File: src/hdl/fdr_div.sv
// Pipelined restoring divider, one quotient bit per register stage.
// Caller guarantees num >> Q_W < den. No package dependency.
module fdr_div #(
  parameter int NUM_W  = 60,
  parameter int DEN_W  = 32,
  parameter int Q_W    = 29,
  parameter int SIDE_W = 1
) (
  input  logic               clk,
  input  logic               rst,
  input  logic               in_valid,
  input  logic [NUM_W-1:0]   num,
  input  logic [DEN_W-1:0]   den,
  input  logic [SIDE_W-1:0]  in_side,
  output logic               out_valid,
  output logic [Q_W-1:0]     quot,
  output logic [SIDE_W-1:0]  out_side
);

  logic [DEN_W-1:0]  rem_q  [Q_W];
  logic [Q_W-1:0]    q_q    [Q_W];
  logic [Q_W-1:0]    lo_q   [Q_W];
  logic [DEN_W-1:0]  den_q  [Q_W];
  logic [SIDE_W-1:0] side_q [Q_W];
  logic [Q_W-1:0]    valid_q;

  for (genvar s = 0; s < Q_W; s++) begin : g_step
    logic [DEN_W-1:0]  rem_in, den_in, rem_next;
    logic [DEN_W:0]    rem_sh, diff;
    logic [Q_W-1:0]    q_in, lo_in;
    logic [SIDE_W-1:0] side_in;
    logic              v_in, ge;

    if (s == 0) begin : g_first
      assign rem_in  = DEN_W'(num[NUM_W-1:Q_W]);
      assign q_in    = '0;
      assign lo_in   = num[Q_W-1:0];
      assign den_in  = den;
      assign side_in = in_side;
      assign v_in    = in_valid;
    end else begin : g_next
      assign rem_in  = rem_q[s-1];
      assign q_in    = q_q[s-1];
      assign lo_in   = lo_q[s-1];
      assign den_in  = den_q[s-1];
      assign side_in = side_q[s-1];
      assign v_in    = valid_q[s-1];
    end

    always_comb begin
      rem_sh   = {rem_in, lo_in[Q_W-1-s]};
      diff     = rem_sh - {1'b0, den_in};
      ge       = (rem_sh >= {1'b0, den_in});
      rem_next = ge ? diff[DEN_W-1:0] : rem_sh[DEN_W-1:0];
    end

    always_ff @(posedge clk) begin
      if (rst) begin
        valid_q[s] <= 1'b0;
      end else begin
        valid_q[s] <= v_in;
      end
      rem_q[s]  <= rem_next;
      q_q[s]    <= {q_in[Q_W-2:0], ge};
      lo_q[s]   <= lo_in;
      den_q[s]  <= den_in;
      side_q[s] <= side_in;
    end
  end

  assign out_valid = valid_q[Q_W-1];
  assign quot      = q_q[Q_W-1];
  assign out_side  = side_q[Q_W-1];

endmodule

File: config.mk
export PLATFORM = sky130hd
export DESIGN_NAME = fdr_div
export DESIGN_NICKNAME = d
export VERILOG_FILES = /design/src/hdl/fdr_div.sv
export SDC_FILE = /design/constraint.sdc
export NUM_CORES = 2
export LEC_CHECK = 0
export BUFFER_PORTS_ARGS = -buffer_cell sky130_fd_sc_hd__buf_2
export CAP_MARGIN = 20
export CELL_PAD_IN_SITES_DETAIL_PLACEMENT = 0
export CELL_PAD_IN_SITES_GLOBAL_PLACEMENT = 1
export CORE_UTILIZATION = 54
export DETAILED_ROUTE_END_ITERATION = 8
export PLACE_DENSITY_LB_ADDON = 0.12
export SETUP_SLACK_MARGIN = 0.5
export SYNTH_ARGS = -nofsm -noshare
export SYNTH_HDL_FRONTEND = slang
export SYNTH_SLANG_ARGS = --single-unit
File: constraint.sdc
create_clock -name clk -period 9.1 [get_ports clk]
set_clock_uncertainty 0.1 [all_clocks]
set_input_delay 0.455 -clock clk [delete_from_list [all_inputs] [get_ports clk]]
set_output_delay 0.455 -clock clk [all_outputs]
set_load 0.03 [all_outputs]
* After elaboration in Yosys (flattened, before gate mapping)
Memory sizes are Yosys's and may differ from the RTL's.
Index checks and enable logic that the tools add are counted.
Widths: inputs -> output; s select.
** Cells by class
- Add/sub/neg operators :: 29
- Magnitude comparators :: 29
- Multiplexer cells :: 29
** Operator list (number)
- $mux 32 :: 29
- $sub 32x32->32 :: 29
- $ge 33x32->1 :: 28
- $ge 32x32->1 :: 1
** Word-level totals
- Register bits after elaboration :: 29
- RAM bits :: 3567
- Input port bits :: 96
- Output and inout bits :: 31
- Logic and storage cells :: 121
- Memories :: 5
** Memory list
- den_q :: words 29, width 32, rd ports 28, clocked after memory_dff 0, write ports 29, line 23 : logic [DEN_W-1:0] den_q [Q_W];
- rem_q :: words 29, width 32, rd ports 28, clocked after memory_dff 0, write ports 29, line 20 : logic [DEN_W-1:0] rem_q [Q_W];
- lo_q :: words 29, width 29, rd ports 28, clocked after memory_dff 0, write ports 29, line 22 : logic [Q_W-1:0] lo_q [Q_W];
- q_q :: words 29, width 29, rd ports 29, clocked after memory_dff 0, write ports 29, line 21 : logic [Q_W-1:0] q_q [Q_W];
- side_q :: words 29, width 1, rd ports 29, clocked after memory_dff 0, write ports 29, line 24 : logic [SIDE_W-1:0] side_q [Q_W];

* Longest topological paths before layout
An unclocked memory read counts as a cell.
- Depth after elaboration :: 3
- Gate-level depth with buffers :: 16

* Worst setup path after synthesis
OpenSTA, ideal clock, no wires.
- Path type :: in2reg
- From :: in num[28]
- To :: mem rem_q[0][24]
- Setup time :: 0.121 ns
- Arrival :: 3.550 ns
- Required time :: 8.879 ns
- Setup slack :: 5.329 ns
- Stages :: 16
- Path through :: inv_1 -> ha_1 -> fa_1 -> nand2b_1 -> a21boi_0 -> o21ai_1 -> a211oi_1 -> o2111ai_1 -> a31oi_1 -> a31oi_1 -> o21a_1 -> nor3_1 -> o22a_1 -> clkbuf_1 -> buf_2 -> mux2_2
** RTL lines
- from (decl) :: line 12 : input logic [NUM_W-1:0] num,
- to (decl) :: line 20

==> impl_metrics.ini <==
[run_status]
status = complete, no violations

[placement]
port_buffers = 126
place.gp.congestion = 0.9206
dp.cells = 14046
hpwl_um = 205800

[clock_network]
cts_max_path_buffers = 4
h-tree-depth = 5
clock_sinks = 2691
root_buffer = clkbuf_16
cts_setup_buffers = 0
path_clk_slew_ns = 0.06
cts-buffers-inserted = 290
clk_latency_ns = 0.92
cts_tree = yes

[synth]
ys_seq_area_share_pct = 48.26
syn_nets = 12495
synth_seq_cells = 2691
syn_area_per_cell_um2 = 9.755
post-synth-top-count-cell = dfxtp_1
synth-async-reset-ratio_pct = 0
synth_commonest_cells = dfxtp_1, inv_1, ha_1
synthCells = 11443
synth_area_leader_cell = dfxtp_1
synth_area_leaders = dfxtp_1, ha_1, a21oi_1, inv_1, xnor2_1
synth_edf_count = 0
netlist.area_leader.share_pct = 48.26
yosys_warnings = 0
syn-cell-area_um2 = 111600
synth_ff_type = dfxtp_1
synth.distinct_cells = 96

[die]
die_area_um2 = 208500
fp.dieW_um = 456.7
rows = 166
die_h_um = 456.7
start_util_pct = 54.45
core_um2 = 205000
io_pins = 127

[route]
drc = 0
wire_per_inst_um = 18.16
wl_um = 265900
via_count = 78559
first_pass_iters = 5
drtIter0Drc = 4647
via_per_inst = 5.366
postRouteAntennaNets = 0

[power]
cellLeakagePower_nw = 58.29
p_comb_share_pct = 44.4
clockPowerShare_pct = 22.3
power_frac_seq_pct = 33.3
power_density_nw_per_um2 = 419.7
p_int_mw = 32.85
ir_drop_v = 0.0002537
p_sw_mw = 19.89
p_sw_share_pct = 37.71

[timing]
rsz0062_at_grt = false
fin_crit_sh_pct = 49.31
fin_crit_ns = 4.487
setup_violations = 0
relSlewSlack_pct = 21.85
tightest_slew_ns = 1.162
tns_ns = 0
finalMaxSlewViolations = 0
holdWs_ns = 0.07289
hold_viol_final = 0
max_freq_mhz = 222.8

[critical_path]
worstPathMaxFanout = 59
cp-end-kind = flip-flop
reg2reg_depth = 14
worstSetupStartpointType = flip-flop
timing.rr.start = den_q[0][65]
arrival_ns = 5.16
rrSetupSlack_ns = 4.61
crit_start = den_q[0][65]
required_ns = 9.77
critPathKind = flip-flop to flip-flop

[global_routing]
grt-ovfl-total = 0
antenna_found_initial = 6
grt_pass1_vias = 76886
grt_pass1_wl_um = 418700
grt_util_all_layers_pct = 25.08
grt_max_degree = 66

[hold_path]
hold_path_startpoint = num[2]
hp-class = input port to flip-flop
min_delay_path_depth = 2

[cells_and_area]
drive_gt1_share_pct = 8.504
final_cells = 14640
layout.nets = 12800
syn2layout_area_growth_pct = 12.58
final_util_pct = 61.30

[flow_run]
max_cap_viol_count = 0
-- what timing repair did --
item,4_1_cts,5_1_grt
hold endpoints to repair,122,0
gates resized for setup,0,0
hold buffers,97,0
-- stage by stage --
stage	setup slack, ns	total power, mW	cell area [um^2]
after floorplan	5.329	35.09	111600
after global placement	4.386	40.69	115000
after detailed placement	4.391	40.89	115000
after CTS	4.689	53.01	125600
after global routing	4.351	56.52	125700
final	4.613	52.74	125700
-- state kept, by name, indices dropped and copies added (netlist names) --
register     flops
g_step.v_in     28
rem_q          896
side_q          29
den_q          896
q_q            435
lo_q           406
out_valid        1
-- per-layer routing --
| metal | vias to the layer above | global-route usage (%) | share of wire, % |
|---|---|---|---|
| met3 | 492 | 2.769 | 3.7 |
| met1 | 36576 | 30.90 | 43 |
| li1 | 39959 | - | - |
| met2 | 1530 | 45.09 | 50 |
| met5 | - | 0 | 0.0068 |
| met4 | 2 | 8.576 | 3.4 |
-- layout make-up --
type	count	area (um^2)
diodes	4	10.01
clock buffers	375	8071
clock inverters	117	1555
fillers	17360	79330
inverters	1151	4320
multi-input cells	7363	52650
flip-flops and latches	2691	53870
well taps	2688	3363
repair buffers	251	1824
-- critical path, stage by stage, from the launching register on --
cell and delay [ns]:
dfxtp_1 0.37, inv_1 0.06, ha_1 0.28, nor2b_1 0.14
o31ai_1 0.38, a21oi_1 0.15, o31a_1 0.30, or4_1 0.56
a21boi_0 0.45, o21ai_1 0.23, a31oi_1 0.21, o41a_2 0.16
buf_4 0.41, inv_2 0.18, mux2_2 0.31
-- power by group through the flow --
stage               registers [mW]  clock network, mW  logic [mW]
CTS                           17.6               12.1        23.3
detailed placement            17.8                  0        23.1
floorplan                     16.7                  0        18.4
finish                        17.5               11.8        23.4
global route                  17.9               12.6        26.1
global placement              17.9                  0        22.8
-- kinds of logic (layout without fill, tap and decap cells) --
logic type                 Yosys count  in the layout  share of synthesized area (%)
buffers and inverters             1389           1894                          4.763
AOI/OAI and AO/OA                 2916           2916                          16.32
xor gates and xnor gates           758            758                          5.948
adders and majority gates          956            956                          10.90
and+or+nand+nor                   2364           2364                          10.03
muxes                              369            369                          3.776
other                                0              4                              0
DFF                               2691           2691                          48.26
-- worst paths after layout --
path | end
worst min-delay path | lo_q[0][2]
worst max register to register | rem_q[0][124]
worst max-delay path | rem_q[0][124]
worst min register to register | side_q[7][0]
-- cell usage in the layout, fill, tap and decap left out, drive strengths merged, types with 125 or more instances in the layout --
cell type     n
dfxtp      2691
inv        1166
ha          928
a21oi       879
nand2       783
o21ai       765
nor2        573
a21o        473
xnor2       439
clkbuf      375
mux2        336
xor2        319
nor2b       184
nand3       165
buf         154
nand4       139
nor3        125
No activity file was read; power rests on OpenSTA's default activity.
