File: config.mk
export PLATFORM = sky130hd
export DESIGN_NAME = fdr_sqrt
export DESIGN_NICKNAME = d
export VERILOG_FILES = /design/src/hdl/fdr_sqrt.sv
export SDC_FILE = /design/constraint.sdc
export NUM_CORES = 1
export LEC_CHECK = 0
export BUFFER_PORTS_ARGS = -buffer_cell sky130_fd_sc_hd__buf_2
export CORE_ASPECT_RATIO = 0.75
export CORE_MARGIN = 2
export CORE_UTILIZATION = 45
export CTS_BUF_LIST = sky130_fd_sc_hd__clkbuf_8 sky130_fd_sc_hd__clkbuf_16
export DETAILED_ROUTE_END_ITERATION = 16
export HOLD_SLACK_MARGIN = 0.06
export MAX_ROUTING_LAYER = met4
export REMOVE_ABC_BUFFERS = 1
export SLEW_MARGIN = 30
export SYNTH_ARGS = -nofsm -noshare
export SYNTH_HDL_FRONTEND = slang
export SYNTH_SLANG_ARGS = --single-unit
File: constraint.sdc
create_clock -name clk -period 7.5 [get_ports clk]
set_input_delay 0.75 -clock clk [delete_from_list [all_inputs] [get_ports clk]]
set_output_delay 0.75 -clock clk [all_outputs]
set_load 0.01 [all_outputs]
File: src/hdl/fdr_sqrt.sv
// Pipelined integer square root, one result bit per register stage.
// Sideband bits travel with each item. No package dependency.
module fdr_sqrt #(
  parameter int STEPS  = 15,
  parameter int SIDE_W = 1
) (
  input  logic                clk,
  input  logic                rst,
  input  logic                in_valid,
  input  logic [2*STEPS-1:0]  radicand,
  input  logic [SIDE_W-1:0]   in_side,
  output logic                out_valid,
  output logic [STEPS-1:0]    root,
  output logic [SIDE_W-1:0]   out_side
);

  localparam int RW = STEPS + 2;

  logic [RW-1:0]       rem_q  [STEPS];
  logic [STEPS-1:0]    root_q [STEPS];
  logic [2*STEPS-1:0]  x_q    [STEPS];
  logic [SIDE_W-1:0]   side_q [STEPS];
  logic [STEPS-1:0]    valid_q;

  for (genvar s = 0; s < STEPS; s++) begin : g_step
    logic [RW-1:0]      rem_in, rem_sh, trial, rem_next;
    logic [STEPS-1:0]   root_in, root_next;
    logic [2*STEPS-1:0] x_in;
    logic [SIDE_W-1:0]  side_in;
    logic               v_in, ge;

    if (s == 0) begin : g_first
      assign rem_in  = '0;
      assign root_in = '0;
      assign x_in    = radicand;
      assign side_in = in_side;
      assign v_in    = in_valid;
    end else begin : g_next
      assign rem_in  = rem_q[s-1];
      assign root_in = root_q[s-1];
      assign x_in    = x_q[s-1];
      assign side_in = side_q[s-1];
      assign v_in    = valid_q[s-1];
    end

    always_comb begin
      rem_sh    = {rem_in[RW-3:0], x_in[2*(STEPS-1-s) +: 2]};
      trial     = {root_in, 2'b01};
      ge        = (rem_sh >= trial);
      rem_next  = ge ? (rem_sh - trial) : rem_sh;
      root_next = {root_in[STEPS-2:0], ge};
    end

    always_ff @(posedge clk) begin
      if (rst) begin
        valid_q[s] <= 1'b0;
      end else begin
        valid_q[s] <= v_in;
      end
      rem_q[s]  <= rem_next;
      root_q[s] <= root_next;
      x_q[s]    <= x_in;
      side_q[s] <= side_in;
    end
  end

  assign out_valid = valid_q[STEPS-1];
  assign root      = root_q[STEPS-1];
  assign out_side  = side_q[STEPS-1];

endmodule

# Yosys cells after proc, flatten, opt, wreduce, memory -nomap -nowiden
# Memories as Yosys holds them, arrays and structs flattened.
# Index checks and enable logic that the tools add are counted.
dict set report totals {
  reg_bits 15
  ram_bits 945
  out_inout_bits 17
  word_cells 64
  n_memories 4
}
dict set report op_classes {
  n_addsub 15
  order_cmp 15
  mux 15
}
# name depth width read_ports rd_ports_with_merged_regs wr line
set mem_list {}
lappend mem_list {x_q 15 30 14 0 15 21} ;# logic [2*STEPS-1:0] x_q [STEPS];
lappend mem_list {rem_q 15 17 14 0 15 19} ;# logic [RW-1:0] rem_q [STEPS];
lappend mem_list {root_q 15 15 15 0 15 20} ;# logic [STEPS-1:0] root_q [STEPS];
lappend mem_list {side_q 15 1 15 0 15 22} ;# logic [SIDE_W-1:0] side_q [STEPS];
# op n
set op_table {}
lappend op_table {{17-bit two-way mux} 15}
lappend op_table {{17-bit greater-or-equal comparator} 14}
lappend op_table {{17-bit subtractor} 14}
lappend op_table {{2-bit by 1-bit subtractor with 3-bit output, second input constant} 1}
lappend op_table {{2-bit by 1-bit greater-or-equal comparator with 1-bit output, second input constant} 1}

# Logic depth before layout (Yosys ltp)
# Gate-level depths: netlist of run 1.
# An unclocked memory read counts as a cell.
dict set report logic_depth {
  depth_word 3
  depth_mapped 10
  ltp_nobuf 9
}

# Least setup slack after synthesis of run 1
# OpenSTA, ideal clock, no wires.
dict set report synth_path {
  kind {register to register}
  startpoint {memory root_q[10][6] (netlist: root_q[1][36])}
  endpoint {memory rem_q[1][58] (netlist bit)}
  setup_ps 121
  t_arrival_ps 2319
  required_time_ps 7379
  slack_ps 5060
  path_stages_with_launch 11
  path_buffers 2
  synth_period_minus_slack_ps 2440
  path_cell_list {dfxtp_1 -> inv_1 -> ha_1 -> and2_1 -> nand3_1 -> or4_1 -> a41oi_1 -> or3_1 -> buf_4 -> buf_8 -> mux2_4}
}
# item line
set synth_rtl {}
lappend synth_rtl {{from (decl)} 20}
lappend synth_rtl {{to (decl)} 19}

==> out/qor.yml, run 1 <==
status:
  status: "finished, final reports clean"
critical_path:
  cp.arrival_ns: 3.69
  critPathKind: "reg -> reg"
  required_ns: 7.97
  critPathCaptureType: "register"
  crit_chain: "inv_1 > ha_1 > nand2_1 > o31ai_1 > o221ai_2 > a41oi_1 > or3_1 > mux2_2"
  crit_path_start_kind: "register"
  crit_family: "compound AO/OA/AOI/OAI gates"
  worst-path-buf-inv: 1
  slowest_stage: "or3_1"
  critPathMaxStageDelay_ns: 0.77
  worstPathMaxFanout: 15
grt:
  grt_pass1_vias: 11567
  grt_pass1_wl_um: 58000
  grt_max_degree: 24
  track_usage_pct: 16.1
  antenna_found_initial: 0
  grt_overflow: 0
clock_network:
  post-cts-setup-buffer-count: 0
  numCtsBuffers: 52
  clk_path_buf_depth: 3
  cts_resized: 0
  clk_latency_ns: 0.59
  holdBufCountCts: 0
  clock-sinks: 555
  clk_pin_slew_ns: 0.07
  cts-root-buf: "clkbuf_16"
  cts_tree: "done"
  cts_max_level: 2
logic_synthesis:
  syn-mean-instance-area_um2: 10.8
  postSynth.asyncResetShare_pct: 0
  syn_area_mm2: 0.0197
  ys_ff_latch: 555
  yosysUniqueCellTypes: 77
  yosysSeqAreaShare_pct: 56.4
  synth_edf_count: 0
  ys.flop_type: "dfxtp_1"
  ys_warn_count: 0
  netlist_instances: 1826
finish:
  layout-drive-gt1-share_pct: 10.7
  layout_commonest_cell: "dfxtp_1"
  fin_nets: 2074
  mostFrequentLayoutCells: "555 x dfxtp_1, 170 x inv_1, 134 x ha_1"
  area_delta_synth_final_pct: 13.7
  n_antenna_cell: 0
floorplan:
  die_w_um: 245
  rows: 66
  fp.dieH_um: 185
  core_mm2: 0.0433
  die_area_mm2: 0.0454
  start_util_pct: 45.5
  ioPinCount: 51
detailed_routing:
  drt_iter0_drc: 684
  num_vias: 12265
  dr.pass1.iters: 5
  drc: 0
  ant_nets: 0
  post_drt_via_cell_ratio: 4.86
  wl_per_cell_um: 13.9
  routed_wl_um: 35200
pwr:
  ir_drop_v: 0.000188
  p_per_area_mw_per_mm2: 370
  p_leak_nw: 10.6
  power.total_mw: 8.27
place:
  place_ws_ns: 4.29
  portBuffers: 50
  place_congestion: 0.894
  place_hpwl_um: 26000
timing:
  finalMaxSlewViolations: 0
  final_hold_viol_count: 0
  rsz0062_at_grt: "no"
  fin_crit_sh_pct: 42.9
  finalCriticalPeriod_ns: 3.22
  fin_ws_ns: 4.28
  worst_slew_pin_slew_ns: 0.946
  skew_ns: 0.0217
  final.setup.tns_ns: 0
  slew_headroom_pct: 36.9
  max_freq_mhz: 310
  setup_viol: 0
run:
  drv_cap: 0
min_path:
  hold_class: "in -> reg"
-- power breakdown --
group	switching [mW]	total [mW]	internal [mW]
Sequential	0.300	3.78	3.48
Clock	1.11	2.70	1.59
Combinational	0.933	1.80	0.865
Total	2.34	8.27	5.93
-- worst register-to-register path: cells and delay by family, from the launching register on --
family,cells,cell delay [ns]
AO/OA/AOI/OAI,3,1.09
flip-flops,1,0.32
multiplexers,1,0.43
AND/OR/NAND/NOR,2,0.89
adder cells (fa/ha/maj),1,0.33
buffers and inverters,1,0.04
-- flip-flops by register name, indices dropped and copies added (netlist names) --
signal       flops
out_valid        1
root_q         120
rem_q          195
x_q            210
side_q          15
g_step.v_in     14
-- metrics by stage --
step	utilization, %	instance area, um^2	std cells	hold WS [ns]
after global placement	47.4	20500	2430	0.310
after CTS	51.7	22400	2526	0.217
after global routing	51.7	22400	2526	0.220
final	51.7	22400	2526	0.252
after floorplan	-	19500	1799	0.310
after detailed placement	47.5	20500	2430	0.312
-- final timing paths --
check | to | cells after the start | from | slack [ns]
max reg2reg | rem_q[1][53] | 8 | root_q[1][31] | 4.28
max | rem_q[1][53] | 8 | root_q[1][31] | 4.28
min reg2reg | x_q[0][222] | 0 | x_q[0][192] | 0.32
min | x_q[0][24] | 1 | radicand[24] | 0.25
-- per-layer routing --
| metal | vias up | GRT usage [%] | wire length [um] |
|---|---|---|---|
| met5 | - | - | 0 |
| met1 | 5566 | 24.1 | 19100 |
| met4 | 0 | 4.19 | 630 |
| met3 | 47 | 4.07 | 2120 |
| li1 | 6426 | - | - |
| met2 | 226 | 21.2 | 13300 |
-- layout make-up --
cell class / instances / area, um^2
Tap cell: 578 / 723
Inverter: 162 / 608
Clock inverter: 34 / 374
Clock buffer: 62 / 1450
Sequential cell: 555 / 11100
Timing Repair Buffer: 53 / 273
Multi-Input combinational cell: 1082 / 7830
Fill cell: 3855 / 20900
-- cell usage after synthesis, drive strengths merged (15+ instances only) --
library cell / count / area [um^2]
a21oi: 95 / 483
xnor2: 62 / 543
nand3: 24 / 120
mux2: 44 / 522
buf: 15 / 103
a21o: 35 / 263
nor2b: 33 / 206
o21a: 21 / 158
nor4: 17 / 113
ha: 134 / 1680
o31ai: 18 / 135
nand4: 15 / 93.8
o21ai: 84 / 420
xor2: 63 / 552
nor2: 105 / 394
nor3: 46 / 230
a211oi: 15 / 118
dfxtp: 555 / 11100
nand2: 81 / 307
inv: 162 / 608
nand2b: 18 / 113
or3: 27 / 179
-- cells by family after synthesis --
group           count (synthesis)  share of synthesized area [%]
compound gates                348                           11.4
simple gates                  423                           11.2
fa+ha+maj                     134                           8.52
buf+inv                       189                           3.84
other cells                     1                         0.0191
flops                         555                           56.4
xor+xnor                      125                           5.56
mux                            51                           3.01
(Power assumes the default switching activity.)
==> run 2: changes to the inputs <==
--- a/config.mk
+++ b/config.mk
@@ -5,6 +5,7 @@
 export SDC_FILE = /design/constraint.sdc
 export NUM_CORES = 1
 export LEC_CHECK = 0
+export ABC_AREA = 1
 export BUFFER_PORTS_ARGS = -buffer_cell sky130_fd_sc_hd__buf_2
 export CORE_ASPECT_RATIO = 0.75
 export CORE_MARGIN = 2
==> constraint.sdc (replaced) <==
create_clock -name clk -period 3.2 [get_ports clk]
set_input_delay 0.32 -clock clk [delete_from_list [all_inputs] [get_ports clk]]
set_output_delay 0.32 -clock clk [all_outputs]
set_load 0.01 [all_outputs]
==> run 2 against run 1 <==
Net effect: hold slack gained 0.066 ns; sequential cell count stayed put; total power rose to 2.6 times the previous value; sequential power is 140% higher; core utilization shrank 0.12 points; clock-buffer cell count is 6 higher; clock power grew 140%; non-clock buffer count up 36; critical path depth down 4; via count up 42%; die area is 15% higher; clock skew rose by 0.017 ns; highest routed layer unchanged.
==> out/qor.yml, run 2 <==
logic_synthesis:
  synth_top_area_share_pct: 48.9  # -7.5 points
  synth_area_leader_cell: "dfxtp_1"
  ys_ff_latch: 555  # unchanged
  postSynth.asyncResetShare_pct: 0  # unchanged
  syn-mean-instance-area_um2: 7.82  # -27%
  yosysSeqAreaShare_pct: 48.9  # -7.5 points
  netlist_instances: 2904  # +59%
  synth.most_common_cell: "nand2_1"
  synth_common_cells: "859 x nand2_1, 555 x dfxtp_1, 502 x inv_1, 218 x nand3_1, 178 x nor2_1"
  yosysUniqueCellTypes: 44  # -43%
  ys_top_cells_by_area: "dfxtp_1 49%, nand2_1 14%, inv_1 8.3%"
  ys.flop_type: "dfxtp_1"
  synth_edf_count: 0  # unchanged
  ys_warn_count: 0  # unchanged
  syn_area_mm2: 0.0227  # +15%
finish:
  layout-drive-gt1-share_pct: 8.35  # -2.4 points
  stdcell_count: 3722  # +47%
  layout_commonest_cell: "nand2_1"
  mostFrequentLayoutCells: "859 x nand2_1, 555 x dfxtp_1, 507 x inv_1"
  top_register: "x_q"
  top_regs: "x_q x210, rem_q x195, root_q x120"
  area_delta_synth_final_pct: 13.6  # about the same
  n_antenna_cell: 0  # unchanged
  fin_nets: 3189  # +54%
  largest_reg_flops: 210  # unchanged
detailed_routing:
  post_drt_via_cell_ratio: 4.67  # -3.8%
  dr.pass1.iters: 5  # unchanged
  drt_iter0_drc: 1129  # +65%
  wl_per_cell_um: 13.5  # -3.3%
  ant_nets: 0  # unchanged
  drc: 0  # unchanged
  num_vias: 17390  # +42%
  routed_wl_um: 50100  # +42%
place:
  place_congestion: 0.876  # -2.0%
  place_inst: 3588  # +48%
  portBuffers: 50  # unchanged
  place_hpwl_um: 39300  # +51%
timing:
  worst_slew_pin_slew_ns: 0.814  # -0.133 ns
  slew_headroom_pct: 45.5  # +8.6 points
  setup_viol: 0  # unchanged
  finalMaxSlewViolations: 0  # unchanged
  rsz0062_at_grt: "no"
  fin_crit_sh_pct: 71.9  # +29 points
  max_freq_mhz: 435  # +40%
  final.setup.tns_ns: 0  # unchanged
  final_hold_viol_count: 0  # unchanged
  finalCriticalPeriod_ns: 2.30  # -0.921 ns
  skew_ns: 0.0388  # +0.0171 ns
pwr:
  p_leak_nw: 14.0  # +32%
  ir_drop_v: 0.000614  # +230%
  p_per_area_mw_per_mm2: 844  # +130%
critical_path:
  critPathKind: "reg -> reg"
  cp.arrival_ns: 2.76  # -0.93 ns
  worstPathMaxFanout: 11  # -4
  critPathCaptureType: "register"
  required_ns: 3.66  # -4.31 ns
  crit_path_start_kind: "register"
clock_network:
  clk_pin_slew_ns: 0.07  # about the same
  clk_path_buf_depth: 3  # unchanged
  post-cts-setup-buffer-count: 0  # unchanged
  clk_latency_ns: 0.62  # +0.03 ns
  clock-sinks: 555  # unchanged
  cts-root-buf: "clkbuf_16"
  cts_resized: 0  # unchanged
  cts_tree: "done"
  numCtsBuffers: 53  # +1.9%
  cts_max_level: 2  # unchanged
floorplan:
  start_util_pct: 45.4  # -0.096 points
  die_area_mm2: 0.0523  # +15%
  core_mm2: 0.0500  # +16%
  fp.dieH_um: 199  # +7.2%
  ioPinCount: 51  # unchanged
  die_w_um: 263  # +7.3%
  rows: 71  # +7.6%
grt:
  grt_max_degree: 19  # -21%
  grt_pass1_wl_um: 81900  # +41%
  grt_pass1_vias: 16381  # +42%
  grt_overflow: 0  # unchanged
  track_usage_pct: 19.9  # +3.8 points
  antenna_found_initial: 1  # +1
run:
  drv_cap: 0  # unchanged
min_path:
  hold_class: "reg -> reg"
status:
  status: "finished, final reports clean"
## run 2: cell count changes after synthesis, sizes merged, moves of 32 or more
cell and change:
nor2 +91, nor2b -32, nand2 +806, xnor2 -45, mux2 -44, nand3 +210
nand4 +33, inv +364, a21o -33
## run 2: final timing paths
kind	from	end	slack (ns)	depth (start not counted)
worst max register to register	rem_q[0][63]	rem_q[0][75]	0.90	4
worst max-delay path	rem_q[0][63]	rem_q[0][75]	0.90	4
worst min-delay path	x_q[0][24]	x_q[0][54]	0.32	0
worst min register to register	x_q[0][24]	x_q[0][54]	0.32	0
## run 2: what timing repair did
action | CTS | global route
hold endpoints to repair | 47 | 0
hold buffers | 35 | 0
endpoints found under the setup margin | 0 | 0
## run 2: cell families after synthesis
kind of cell,after synthesis,share of synthesized area [%]
DFF,555,48.9
and+or+nand+nor,1427,27.4
buffers and inverters,553,9.64
adders and majority gates,134,7.39
xor gates and xnor gates,69,2.66
AOI/OAI and AO/OA,165,3.98
other,1,0.0165
## run 2: per-stage QoR
step | hold slack [ns] | util, % | setup slack [ns] | cell area [um^2] | power [mW]
final | 0.318 | 51.6 | 0.901 | 25800 | 21.8
after global routing | 0.318 | 51.6 | 0.739 | 25800 | 23.3
after detailed placement | 0.312 | 47.2 | 0.905 | 23600 | 15.4
after CTS | 0.291 | 51.6 | 0.892 | 25800 | 22.0
after floorplan | 0.310 | - | 1.14 | 22500 | 13.6
after global placement | 0.309 | 47.2 | 0.880 | 23600 | 15.4
## run 2: layout make-up
class | count | area [um^2]
multi-input combinational | 1796 | 9400
inverter | 526 | 1970
sequential | 555 | 11100
timing repair buffer | 89 | 631
fill | 4741 | 24200
clock buffer | 68 | 1530
tap | 657 | 822
clock inverter | 31 | 325
## run 2: worst max-delay path, stage by stage, from the launching register on
cell and delay (ns):
dfxtp_1 0.35, nor4_1 0.68, nand3_1 0.24, nor2_1 0.68
o21ai_0 0.20
## run 2: where the power goes
part	leakage (nW)	internal (mW)	total, mW	switching (mW)
clock	0.916	3.67	6.40	2.73
combinational	8.41	2.21	6.30	4.10
sequential	4.65	8.22	9.06	0.845
total	14.0	14.1	21.8	7.67
## run 2: metal layers
layer	vias up	part of all wire, %	GRT usage, %
met5	-	0	-
met4	0	1.9	5.46
met3	68	4.8	3.12
met2	324	42	30.3
met1	7811	51	27.6
li1	9187	-	-
